[src/sv/u8r_pkg.sv]
`default_nettype none
// ----------------------------------------------------------------------------
// u8r_pkg
// shared types, constants and the lead byte classifier of the utf-8
// sequence reassembler
// ----------------------------------------------------------------------------
package u8r_pkg;

  localparam int unsigned MAX_SEQ_BYTES_DEF = 6;
  localparam int unsigned CNT_W             = 3;
  localparam int unsigned QUEUE_DEPTH       = 2;
  localparam int unsigned QUEUE_PTR_W       = 1;

  localparam logic        KIND_DATA = 1'b0;
  localparam logic        KIND_TICK = 1'b1;

  localparam logic [2:0]  CLS_ASCII = 3'd0;
  localparam logic [2:0]  CLS_CONT  = 3'd1;

  // one queued request: held bytes to release, then an optional tail byte
  typedef struct packed {
    logic [CNT_W-1:0] held_cnt;
    logic             held_inv;
    logic             tail_vld;
    logic [7:0]       tail_byte;
    logic             tail_inv;
  } u8r_cmd_t;

  // 0 ascii, 1 continuation, 2..6 lead of that length (0xfe and 0xff also give 6)
  function automatic logic [2:0] lead_class(input logic [7:0] b);
    logic [2:0] cls;
    priority casez (b)
      8'b0???????: cls = CLS_ASCII;
      8'b10??????: cls = CLS_CONT;
      8'b110?????: cls = 3'd2;
      8'b1110????: cls = 3'd3;
      8'b11110???: cls = 3'd4;
      8'b111110??: cls = 3'd5;
      default:     cls = 3'd6;
    endcase
    return cls;
  endfunction

endpackage
`default_nettype wire

[src/sv/utf8_sequence_reassembler_unit.sv]
`default_nettype none
// ----------------------------------------------------------------------------
// utf8_sequence_reassembler_unit
// frames utf-8 characters from a byte stream and releases each byte marked
// valid or invalid
// ----------------------------------------------------------------------------
// channel   dir  handshake            payload
// in_       in   in_valid/in_stall    in_kind, in_data_byte
// out_      out  out_valid/out_stall  out_byte, out_is_invalid, out_last
//
// the front takes one request per cycle while the two-entry queue has room
// the back sends one byte per cycle while out_stall does not hold the output
// register, so a request releasing n bytes sends them one after another
// results pass the queue, the back's request register and the output register
// rst_n is synchronous and clears pending state, queue, current request and output valid
// out_stall holds the output register; a full queue raises in_stall
// ----------------------------------------------------------------------------
module utf8_sequence_reassembler_unit #(
  parameter int unsigned MAX_SEQUENCE_BYTES = u8r_pkg::MAX_SEQ_BYTES_DEF
) (
  input  wire logic       clk,
  input  wire logic       rst_n,
  input  wire logic       in_valid,
  output logic            in_stall,
  input  wire logic       in_kind,
  input  wire logic [7:0] in_data_byte,
  output logic            out_valid,
  input  wire logic       out_stall,
  output logic [7:0]      out_byte,
  output logic            out_is_invalid,
  output logic            out_last
);
  import u8r_pkg::*;

  localparam int unsigned HOLD = MAX_SEQUENCE_BYTES - 1;

  logic       push, q_full, q_valid, pop;
  u8r_cmd_t   push_cmd, q_cmd;
  logic [7:0] push_held [HOLD];
  logic [7:0] q_held    [HOLD];

  u8r_front #(
    .MAX_SEQUENCE_BYTES (MAX_SEQUENCE_BYTES),
    .HOLD               (HOLD)
  ) u_front (
    .clk          (clk),
    .rst_n        (rst_n),
    .in_valid     (in_valid),
    .in_stall     (in_stall),
    .in_kind      (in_kind),
    .in_data_byte (in_data_byte),
    .q_full       (q_full),
    .push         (push),
    .push_cmd     (push_cmd),
    .push_held    (push_held)
  );

  u8r_queue #(
    .HOLD (HOLD)
  ) u_queue (
    .clk       (clk),
    .rst_n     (rst_n),
    .push      (push),
    .push_cmd  (push_cmd),
    .push_held (push_held),
    .full      (q_full),
    .q_valid   (q_valid),
    .q_cmd     (q_cmd),
    .q_held    (q_held),
    .pop       (pop)
  );

  u8r_back #(
    .HOLD (HOLD)
  ) u_back (
    .clk            (clk),
    .rst_n          (rst_n),
    .q_valid        (q_valid),
    .q_cmd          (q_cmd),
    .q_held         (q_held),
    .pop            (pop),
    .out_valid      (out_valid),
    .out_stall      (out_stall),
    .out_byte       (out_byte),
    .out_is_invalid (out_is_invalid),
    .out_last       (out_last)
  );

endmodule
`default_nettype wire

[src/sv/u8r_front.sv]
`default_nettype none
// ----------------------------------------------------------------------------
// u8r_front
// accepts bytes and ticks, classifies them, keeps the partial character
// and issues release requests to the queue
// ----------------------------------------------------------------------------
module u8r_front #(
  parameter int unsigned MAX_SEQUENCE_BYTES = u8r_pkg::MAX_SEQ_BYTES_DEF,
  parameter int unsigned HOLD               = MAX_SEQUENCE_BYTES - 1
) (
  input  wire logic                 clk,
  input  wire logic                 rst_n,
  input  wire logic                 in_valid,
  output logic                      in_stall,
  input  wire logic                 in_kind,
  input  wire logic [7:0]           in_data_byte,
  input  wire logic                 q_full,
  output logic                      push,
  output u8r_pkg::u8r_cmd_t         push_cmd,
  output logic [7:0]                push_held [HOLD]
);
  import u8r_pkg::*;

  localparam int unsigned IDX_W = $clog2(HOLD);

  logic [7:0]       pend_r [HOLD];
  logic [CNT_W-1:0] cnt_r, cnt_nxt;
  logic [2:0]       exp_r, exp_nxt;
  logic             wr_en;
  logic [IDX_W-1:0] wr_idx;
  logic             accept;
  logic [2:0]       cls;
  logic             complete;

  assign in_stall = q_full;
  assign accept   = in_valid && !q_full;
  assign cls      = lead_class(in_data_byte);
  assign complete = ({1'b0, cnt_r} + (CNT_W+1)'(1)) >= {{(CNT_W-2){1'b0}}, exp_r};

  always_comb begin
    cnt_nxt            = cnt_r;
    exp_nxt            = exp_r;
    wr_en              = 1'b0;
    wr_idx             = cnt_r[IDX_W-1:0];
    push               = 1'b0;
    push_cmd.held_cnt  = '0;
    push_cmd.held_inv  = 1'b1;
    push_cmd.tail_vld  = 1'b0;
    push_cmd.tail_byte = in_data_byte;
    push_cmd.tail_inv  = 1'b0;
    if (accept) begin
      if (in_kind == KIND_TICK) begin
        push_cmd.held_cnt = cnt_r;
        push              = (cnt_r != '0);
        cnt_nxt           = '0;
        exp_nxt           = '0;
      end else if (cnt_r != '0 && cls == CLS_CONT) begin
        if (complete) begin
          push_cmd.held_cnt = cnt_r;
          push_cmd.held_inv = 1'b0;
          push_cmd.tail_vld = 1'b1;
          push              = 1'b1;
          cnt_nxt           = '0;
          exp_nxt           = '0;
        end else if (cnt_r < CNT_W'(HOLD)) begin
          wr_en   = 1'b1;
          cnt_nxt = cnt_r + CNT_W'(1);
        end
      end else begin
        push_cmd.held_cnt = cnt_r;
        cnt_nxt           = '0;
        exp_nxt           = '0;
        if (cls == CLS_ASCII) begin
          push_cmd.tail_vld = 1'b1;
        end else if (cls == CLS_CONT || cls > 3'(MAX_SEQUENCE_BYTES)) begin
          push_cmd.tail_vld = 1'b1;
          push_cmd.tail_inv = 1'b1;
        end else begin
          wr_en   = 1'b1;
          wr_idx  = '0;
          cnt_nxt = CNT_W'(1);
          exp_nxt = cls;
        end
        push = push_cmd.tail_vld || (cnt_r != '0);
      end
    end
  end

  always_comb begin
    for (int i = 0; i < HOLD; i++) begin
      push_held[i] = pend_r[i];
    end
  end

  always_ff @(posedge clk) begin
    if (!rst_n) begin
      cnt_r <= '0;
      exp_r <= '0;
    end else begin
      cnt_r <= cnt_nxt;
      exp_r <= exp_nxt;
    end
  end

  always_ff @(posedge clk) begin
    for (int i = 0; i < HOLD; i++) begin
      if (wr_en && wr_idx == IDX_W'(i)) begin
        pend_r[i] <= in_data_byte;
      end
    end
  end

endmodule
`default_nettype wire

[src/sv/u8r_queue.sv]
`default_nettype none
// ----------------------------------------------------------------------------
// u8r_queue
// short request queue between the front and the back
// ----------------------------------------------------------------------------
module u8r_queue #(
  parameter int unsigned HOLD = u8r_pkg::MAX_SEQ_BYTES_DEF - 1
) (
  input  wire logic                 clk,
  input  wire logic                 rst_n,
  input  wire logic                 push,
  input  wire u8r_pkg::u8r_cmd_t    push_cmd,
  input  wire logic [7:0]           push_held [HOLD],
  output logic                      full,
  output logic                      q_valid,
  output u8r_pkg::u8r_cmd_t         q_cmd,
  output logic [7:0]                q_held [HOLD],
  input  wire logic                 pop
);
  import u8r_pkg::*;

  u8r_cmd_t               cmd_r  [QUEUE_DEPTH];
  logic [7:0]             held_r [QUEUE_DEPTH][HOLD];
  logic [QUEUE_PTR_W-1:0] wr_ptr_r, wr_ptr_nxt;
  logic [QUEUE_PTR_W-1:0] rd_ptr_r, rd_ptr_nxt;
  logic [QUEUE_PTR_W:0]   fill_r, fill_nxt;

  assign full    = (fill_r == (QUEUE_PTR_W+1)'(QUEUE_DEPTH));
  assign q_valid = (fill_r != '0);
  assign q_cmd   = cmd_r[rd_ptr_r];

  always_comb begin
    for (int i = 0; i < HOLD; i++) begin
      q_held[i] = held_r[rd_ptr_r][i];
    end
  end

  always_comb begin
    wr_ptr_nxt = push ? wr_ptr_r + QUEUE_PTR_W'(1) : wr_ptr_r;
    rd_ptr_nxt = pop  ? rd_ptr_r + QUEUE_PTR_W'(1) : rd_ptr_r;
    fill_nxt   = fill_r + (QUEUE_PTR_W+1)'(push) - (QUEUE_PTR_W+1)'(pop);
  end

  always_ff @(posedge clk) begin
    if (!rst_n) begin
      wr_ptr_r <= '0;
      rd_ptr_r <= '0;
      fill_r   <= '0;
    end else begin
      wr_ptr_r <= wr_ptr_nxt;
      rd_ptr_r <= rd_ptr_nxt;
      fill_r   <= fill_nxt;
    end
  end

  always_ff @(posedge clk) begin
    if (push) begin
      cmd_r[wr_ptr_r]  <= push_cmd;
      held_r[wr_ptr_r] <= push_held;
    end
  end

endmodule
`default_nettype wire

[src/sv/u8r_back.sv]
`default_nettype none
// ----------------------------------------------------------------------------
// u8r_back
// takes release requests from the queue and sends their bytes out one per
// cycle while out_stall is low, through an output register
// ----------------------------------------------------------------------------
module u8r_back #(
  parameter int unsigned HOLD = u8r_pkg::MAX_SEQ_BYTES_DEF - 1
) (
  input  wire logic                 clk,
  input  wire logic                 rst_n,
  input  wire logic                 q_valid,
  input  wire u8r_pkg::u8r_cmd_t    q_cmd,
  input  wire logic [7:0]           q_held [HOLD],
  output logic                      pop,
  output logic                      out_valid,
  input  wire logic                 out_stall,
  output logic [7:0]                out_byte,
  output logic                      out_is_invalid,
  output logic                      out_last
);
  import u8r_pkg::*;

  localparam int unsigned IDX_W = $clog2(HOLD);

  logic             cur_vld_r, cur_vld_nxt;
  u8r_cmd_t         cur_cmd_r;
  logic [7:0]       cur_held_r [HOLD];
  logic [CNT_W-1:0] idx_r, idx_nxt;
  logic             out_valid_r, out_valid_nxt;
  logic [7:0]       out_byte_r;
  logic             out_inv_r;
  logic             out_last_r;
  logic             emit, held_sel, is_final, done;
  logic [7:0]       sel_byte;
  logic             sel_inv;

  always_comb begin
    emit     = cur_vld_r && (!out_valid_r || !out_stall);
    held_sel = idx_r < cur_cmd_r.held_cnt;
    sel_byte = held_sel ? cur_held_r[idx_r[IDX_W-1:0]] : cur_cmd_r.tail_byte;
    sel_inv  = held_sel ? cur_cmd_r.held_inv : cur_cmd_r.tail_inv;
    is_final = cur_cmd_r.tail_vld ? !held_sel
                                  : ((idx_r + CNT_W'(1)) == cur_cmd_r.held_cnt);
    done     = emit && is_final;
    pop      = q_valid && (!cur_vld_r || done);

    cur_vld_nxt = cur_vld_r;
    idx_nxt     = idx_r;
    if (pop) begin
      cur_vld_nxt = 1'b1;
      idx_nxt     = '0;
    end else if (done) begin
      cur_vld_nxt = 1'b0;
    end else if (emit) begin
      idx_nxt = idx_r + CNT_W'(1);
    end

    out_valid_nxt = emit ? 1'b1 : (out_stall ? out_valid_r : 1'b0);
  end

  always_ff @(posedge clk) begin
    if (!rst_n) begin
      cur_vld_r   <= 1'b0;
      idx_r       <= '0;
      out_valid_r <= 1'b0;
    end else begin
      cur_vld_r   <= cur_vld_nxt;
      idx_r       <= idx_nxt;
      out_valid_r <= out_valid_nxt;
    end
  end

  always_ff @(posedge clk) begin
    if (pop) begin
      cur_cmd_r  <= q_cmd;
      cur_held_r <= q_held;
    end
    if (emit) begin
      out_byte_r <= sel_byte;
      out_inv_r  <= sel_inv;
      out_last_r <= is_final;
    end
  end

  assign out_valid      = out_valid_r;
  assign out_byte       = out_byte_r;
  assign out_is_invalid = out_inv_r;
  assign out_last       = out_last_r;

endmodule
`default_nettype wire

[config.mk]
export PLATFORM = sky130hd
export DESIGN_NAME = utf8_sequence_reassembler_unit
export DESIGN_NICKNAME = d
export VERILOG_FILES = /design/src/sv/u8r_pkg.sv /design/src/sv/utf8_sequence_reassembler_unit.sv /design/src/sv/u8r_front.sv /design/src/sv/u8r_queue.sv /design/src/sv/u8r_back.sv
export SDC_FILE = /design/constraint.sdc
export NUM_CORES = 1
export LEC_CHECK = 0
export BUFFER_PORTS_ARGS = -buffer_cell sky130_fd_sc_hd__clkbuf_2
export CAP_MARGIN = 20
export CELL_PAD_IN_SITES_DETAIL_PLACEMENT = 1
export CELL_PAD_IN_SITES_GLOBAL_PLACEMENT = 1
export CORE_AREA = 10 10 167 169
export DETAILED_ROUTE_END_ITERATION = 8
export DIE_AREA = 0 0 177 179
export PLACE_DENSITY_LB_ADDON = 0.1
export SETUP_SLACK_MARGIN = 0.1
export SLEW_MARGIN = 0
export SYNTH_ARGS = -nofsm -noshare
export SYNTH_HDL_FRONTEND = slang
export SYNTH_SLANG_ARGS = --single-unit
export TNS_END_PERCENT = 20
[constraint.sdc]
create_clock -name clk -period 6.8 [get_ports clk]
set_clock_uncertainty 0.15 [all_clocks]
set_input_delay 1.36 -clock clk [delete_from_list [all_inputs] [get_ports clk]]
set_output_delay 1.36 -clock clk [all_outputs]
set_load 0.05 [all_outputs]
==> flow_metrics.env <==
export IMPL_cts_buffers_inserted=26
export IMPL_synth_warnings=0
export IMPL_combinationalPowerShare_pct=18.5
export IMPL_fmaxAchievable_mhz=235
export IMPL_critical_path_n_buffers_inverters=2
export IMPL_synth_area_leaders="sky130_fd_sc_hd__edfxtp_1 (75%), sky130_fd_sc_hd__mux2_2 (7.3%), sky130_fd_sc_hd__dfxtp_1 (3.5%)"
export IMPL_die_y_um=179
export IMPL_startpoint_type="register"
export IMPL_floorplan_initialDensity_pct=34.2
export IMPL_seq_area_mm2=0.00667
export IMPL_drc_errors=0
export IMPL_power_internal_w=0.00291
export IMPL_clk_insertion_delay_late_ps=520
export IMPL_setup_worst_path_end_class="register"
export IMPL_io_pins=25
export IMPL_firstDrtPassIters=4
export IMPL_static_leakage_power_nw=3.30
export IMPL_critPathSlowestCell="sky130_fd_sc_hd__dfxtp_1"
export IMPL_power_share_switching_pct=26.9
export IMPL_routabilityCongestion=0.783
export IMPL_worst_ir_drop_vdd_v=0.000193
export IMPL_arrival_time_at_the_worst_endpoint_ps=4490
export IMPL_syn_avg_cell_area_um2=18.8
export IMPL_critical_path_required_ps=7030
export IMPL_yosysMostFrequentCell="sky130_fd_sc_hd__edfxtp_1"
export IMPL_via_per_inst=4.75
export IMPL_netlist_area_mm2=0.00847
export IMPL_cells_traversed_along_the_worst_timing_path="ha_1 > xor3_1 > or4_4 > a22o_4 > a21oi_4 > buf_4 > ha_1 > inv_1 > ha_1 > xor2_1 > xnor2_1 > nor2_1"
export IMPL_timing_max_slew_rel_slack_pct=42.7
export IMPL_die_x_um=177
export IMPL_net_total_in_the_final_layout=526
export IMPL_critical_path_top_cell_by_count="sky130_fd_sc_hd__ha_1"
export IMPL_clock_sinks=227
export IMPL_unrepaired_setup_endpoints_after_global_routing="false"
export IMPL_diodes=0
export IMPL_top_flip_flop_cell_by_instance_count_after_synthesis="sky130_fd_sc_hd__edfxtp_1"
export IMPL_hold_buf_cts=0
export IMPL_critical_path_max_fanout=59
export IMPL_synth_sequential_area_ratio_pct=78.7
export IMPL_ys_types=40
export IMPL_dpl_cell_area_mm2=0.00906
export IMPL_syn_nets=475
export IMPL_setup_viol=0
export IMPL_cts_tree="yes"
export IMPL_fp_coreArea_mm2=0.0247
export IMPL_cts_repair_timing_setup_buffer_count=0
export IMPL_layout_filler_cells=2392
export IMPL_finalSetupTns_ps=0
export IMPL_power_density_mw_per_mm2=402
export IMPL_final_wirelength_um=17300
export IMPL_hp_class="register to register"
export IMPL_status="completed"
export IMPL_count_of_buffers_from_port_buffering=24
export IMPL_finalMaxSlewViolations=0
export IMPL_synth_edff_count=212
export IMPL_power_frac_seq_pct=47.7
export IMPL_core_rowCount=58
export IMPL_gr_total_overflow=0
export IMPL_critical_path_max_stage_delay_ps=820
export IMPL_post_synthesis_sequential_element_count=227
export IMPL_grt_pass1_vias=4391
export IMPL_area_leader_netlist="sky130_fd_sc_hd__edfxtp_1"
export IMPL_wire_per_inst_um=20.3
export IMPL_critical_path_top_delay_family="adder cells"
export IMPL_postSynthCellCount=451
export IMPL_clock_path_buffers=3
export IMPL_postRouteAntennaNets=0
export IMPL_total_switching_power_w=0.00107
export IMPL_h_tree_levels=1
export IMPL_max_cap_viol_count=0
export IMPL_post_synth_most_frequent_cells="sky130_fd_sc_hd__edfxtp_1 (212), sky130_fd_sc_hd__mux2_2 (55), sky130_fd_sc_hd__nand2_1 (18)"
export IMPL_layout_min_cycle_time_ps=4260
export IMPL_multi_input_area_mm2=0.00172
export IMPL_ys_async_sr_fraction_pct=0
export IMPL_grt_start_max_net_pins=60
export IMPL_final_period_utilization_pct=62.7
export IMPL_design_die_area_mm2=0.0317
export IMPL_grt_pass1_wl_um=26700
export IMPL_area_grow_syn2layout_pct=16.8
export IMPL_clockRootBuffer="sky130_fd_sc_hd__clkbuf_16"
export IMPL_detail_route_iter0_violations=191
export IMPL_timing_worst_slew_pin_value_ps=858
export IMPL_final_std_cell_area_no_fill_mm2=0.00989
export IMPL_synth_top_area_share_pct=75.1
export IMPL_final_layout_size_suffix_gt1_share_pct=27.7
export IMPL_place_detailed_hpwl_um=10600
export IMPL_antenna_found_initial=0
export IMPL_power_frac_clock_pct=33.8
export IMPL_clock_pin_slew_reported_for_the_worst_setup_and_hold_paths_after_clock_tree_synthesis_ps=60
export IMPL_gr_usage_all_layers_pct=11.2
export IMPL_category_of_the_critical_setup_timing_path="register to register"
export IMPL_final_hold_violation_count=0
export IMPL_route_vias_total=4039
export IMPL_post_cts_resized_instances=0
[cell families (layout without fill, tap and decap cells)]
| logic type | count (synthesis) | after routing | share of synthesized area (%) |
|---|---|---|---|
| adder cells (fa/ha/maj) | 11 | 11 | 1.62 |
| AO/OA/AOI/OAI | 45 | 45 | 3.71 |
| multiplexers | 65 | 65 | 9.67 |
| XOR/XNOR | 7 | 7 | 0.901 |
| buffers and inverters | 25 | 94 | 1.11 |
| AND/OR/NAND/NOR | 71 | 71 | 4.30 |
| flip-flops | 227 | 227 | 78.7 |
[per-stage QoR]
| step | instances | hold WS, ps | setup WS (ps) | utilization, % | total power, W |
|---|---|---|---|---|---|
| 2_1_floorplan | 451 | 271 | 1910 | - | 0.00245 |
| 3_3_place_gp | 803 | 272 | 2520 | 36.6 | 0.00268 |
| 3_5_place_dp | 804 | 283 | 2440 | 36.6 | 0.00269 |
| 4_1_cts | 850 | 290 | 2420 | 40.0 | 0.00405 |
| 5_1_grt | 850 | 298 | 2160 | 40.0 | 0.00418 |
| 6_report | 850 | 293 | 2540 | 40.0 | 0.00398 |
[sequential cells by signal (all words and copies together), names as in the netlist]
name,count
u_back.cur_held_r,40
u_back.out_byte,8
u_back.cur_cmd_r,14
u_front.exp_r,3
u_back.out_is_invalid,1
u_queue.held_r,80
u_queue.wr_ptr_r,1
u_queue.cmd_r,28
u_back.cur_vld_r,1
u_back.out_valid,1
u_back.idx_r,3
u_queue.rd_ptr_r,1
u_front.cnt_r,3
u_back.out_last,1
u_front.pend_r,40
u_queue.fill_r,2
[worst paths after layout]
| kind | slack [ps] | cells after the start | start | end |
|---|---|---|---|---|
| worst max register to register | 2540 | 12 | u_back.idx_r[0] | u_queue.fill_r[1] |
| worst max-delay path | 2540 | 12 | u_back.idx_r[0] | u_queue.fill_r[1] |
| worst min register to register | 290 | 0 | u_front.pend_r[0][13] | u_queue.held_r[1][29] |
| worst min-delay path | 290 | 0 | u_front.pend_r[0][13] | u_queue.held_r[1][29] |
[metal layers]
metal	part of all wire (%)	track usage, %	routed length, um	up-vias
met5	0	0	0	-
met4	2.2	3.57	374	0
met3	3.1	1.92	532	24
met2	49	18.6	8440	52
met1	46	14.6	7920	2089
li1	-	-	-	1874
[cells in the final DEF, fill, tap and decap left out, drive strengths merged, types with 3 or more instances in the layout]
master / Yosys / layout
nor3: 10 / 10
dfxtp: 15 / 15
mux2: 55 / 55
nand2b: 4 / 4
o31ai: 4 / 4
nand2: 18 / 18
nand3: 8 / 8
clkinv: 1 / 10
and2: 4 / 4
or4: 4 / 4
xor2: 3 / 3
nand4: 4 / 4
xnor2: 3 / 3
a21oi: 9 / 9
clkbuf: 10 / 58
mux4: 8 / 8
buf: 2 / 11
edfxtp: 212 / 212
nor2: 10 / 10
o21a: 3 / 3
inv: 12 / 13
o21ai: 12 / 12
nor2b: 5 / 5
ha: 11 / 11
a22oi: 8 / 8
[power groups by stage]
stage | Clock, W | Sequential [W] | Combinational [W]
floorplan | 0 | 0.00197 | 0.000476
global placement | 0 | 0.00193 | 0.000749
detailed placement | 0 | 0.00193 | 0.000755
CTS | 0.00138 | 0.00190 | 0.000761
global route | 0.00144 | 0.00192 | 0.000816
finish | 0.00134 | 0.00190 | 0.000736
[cell type report]
| type | count | share of cell area, % |
|---|---|---|
| multi-input combinational | 199 | 17.4 |
| timing repair buffer | 35 | 2.09 |
| clock inverter | 12 | 1.26 |
| inverter | 13 | 0.493 |
| sequential | 227 | 67.4 |
| tap | 330 | 4.17 |
| clock buffer | 34 | 7.18 |
Power figures use the tool's default switching activity.
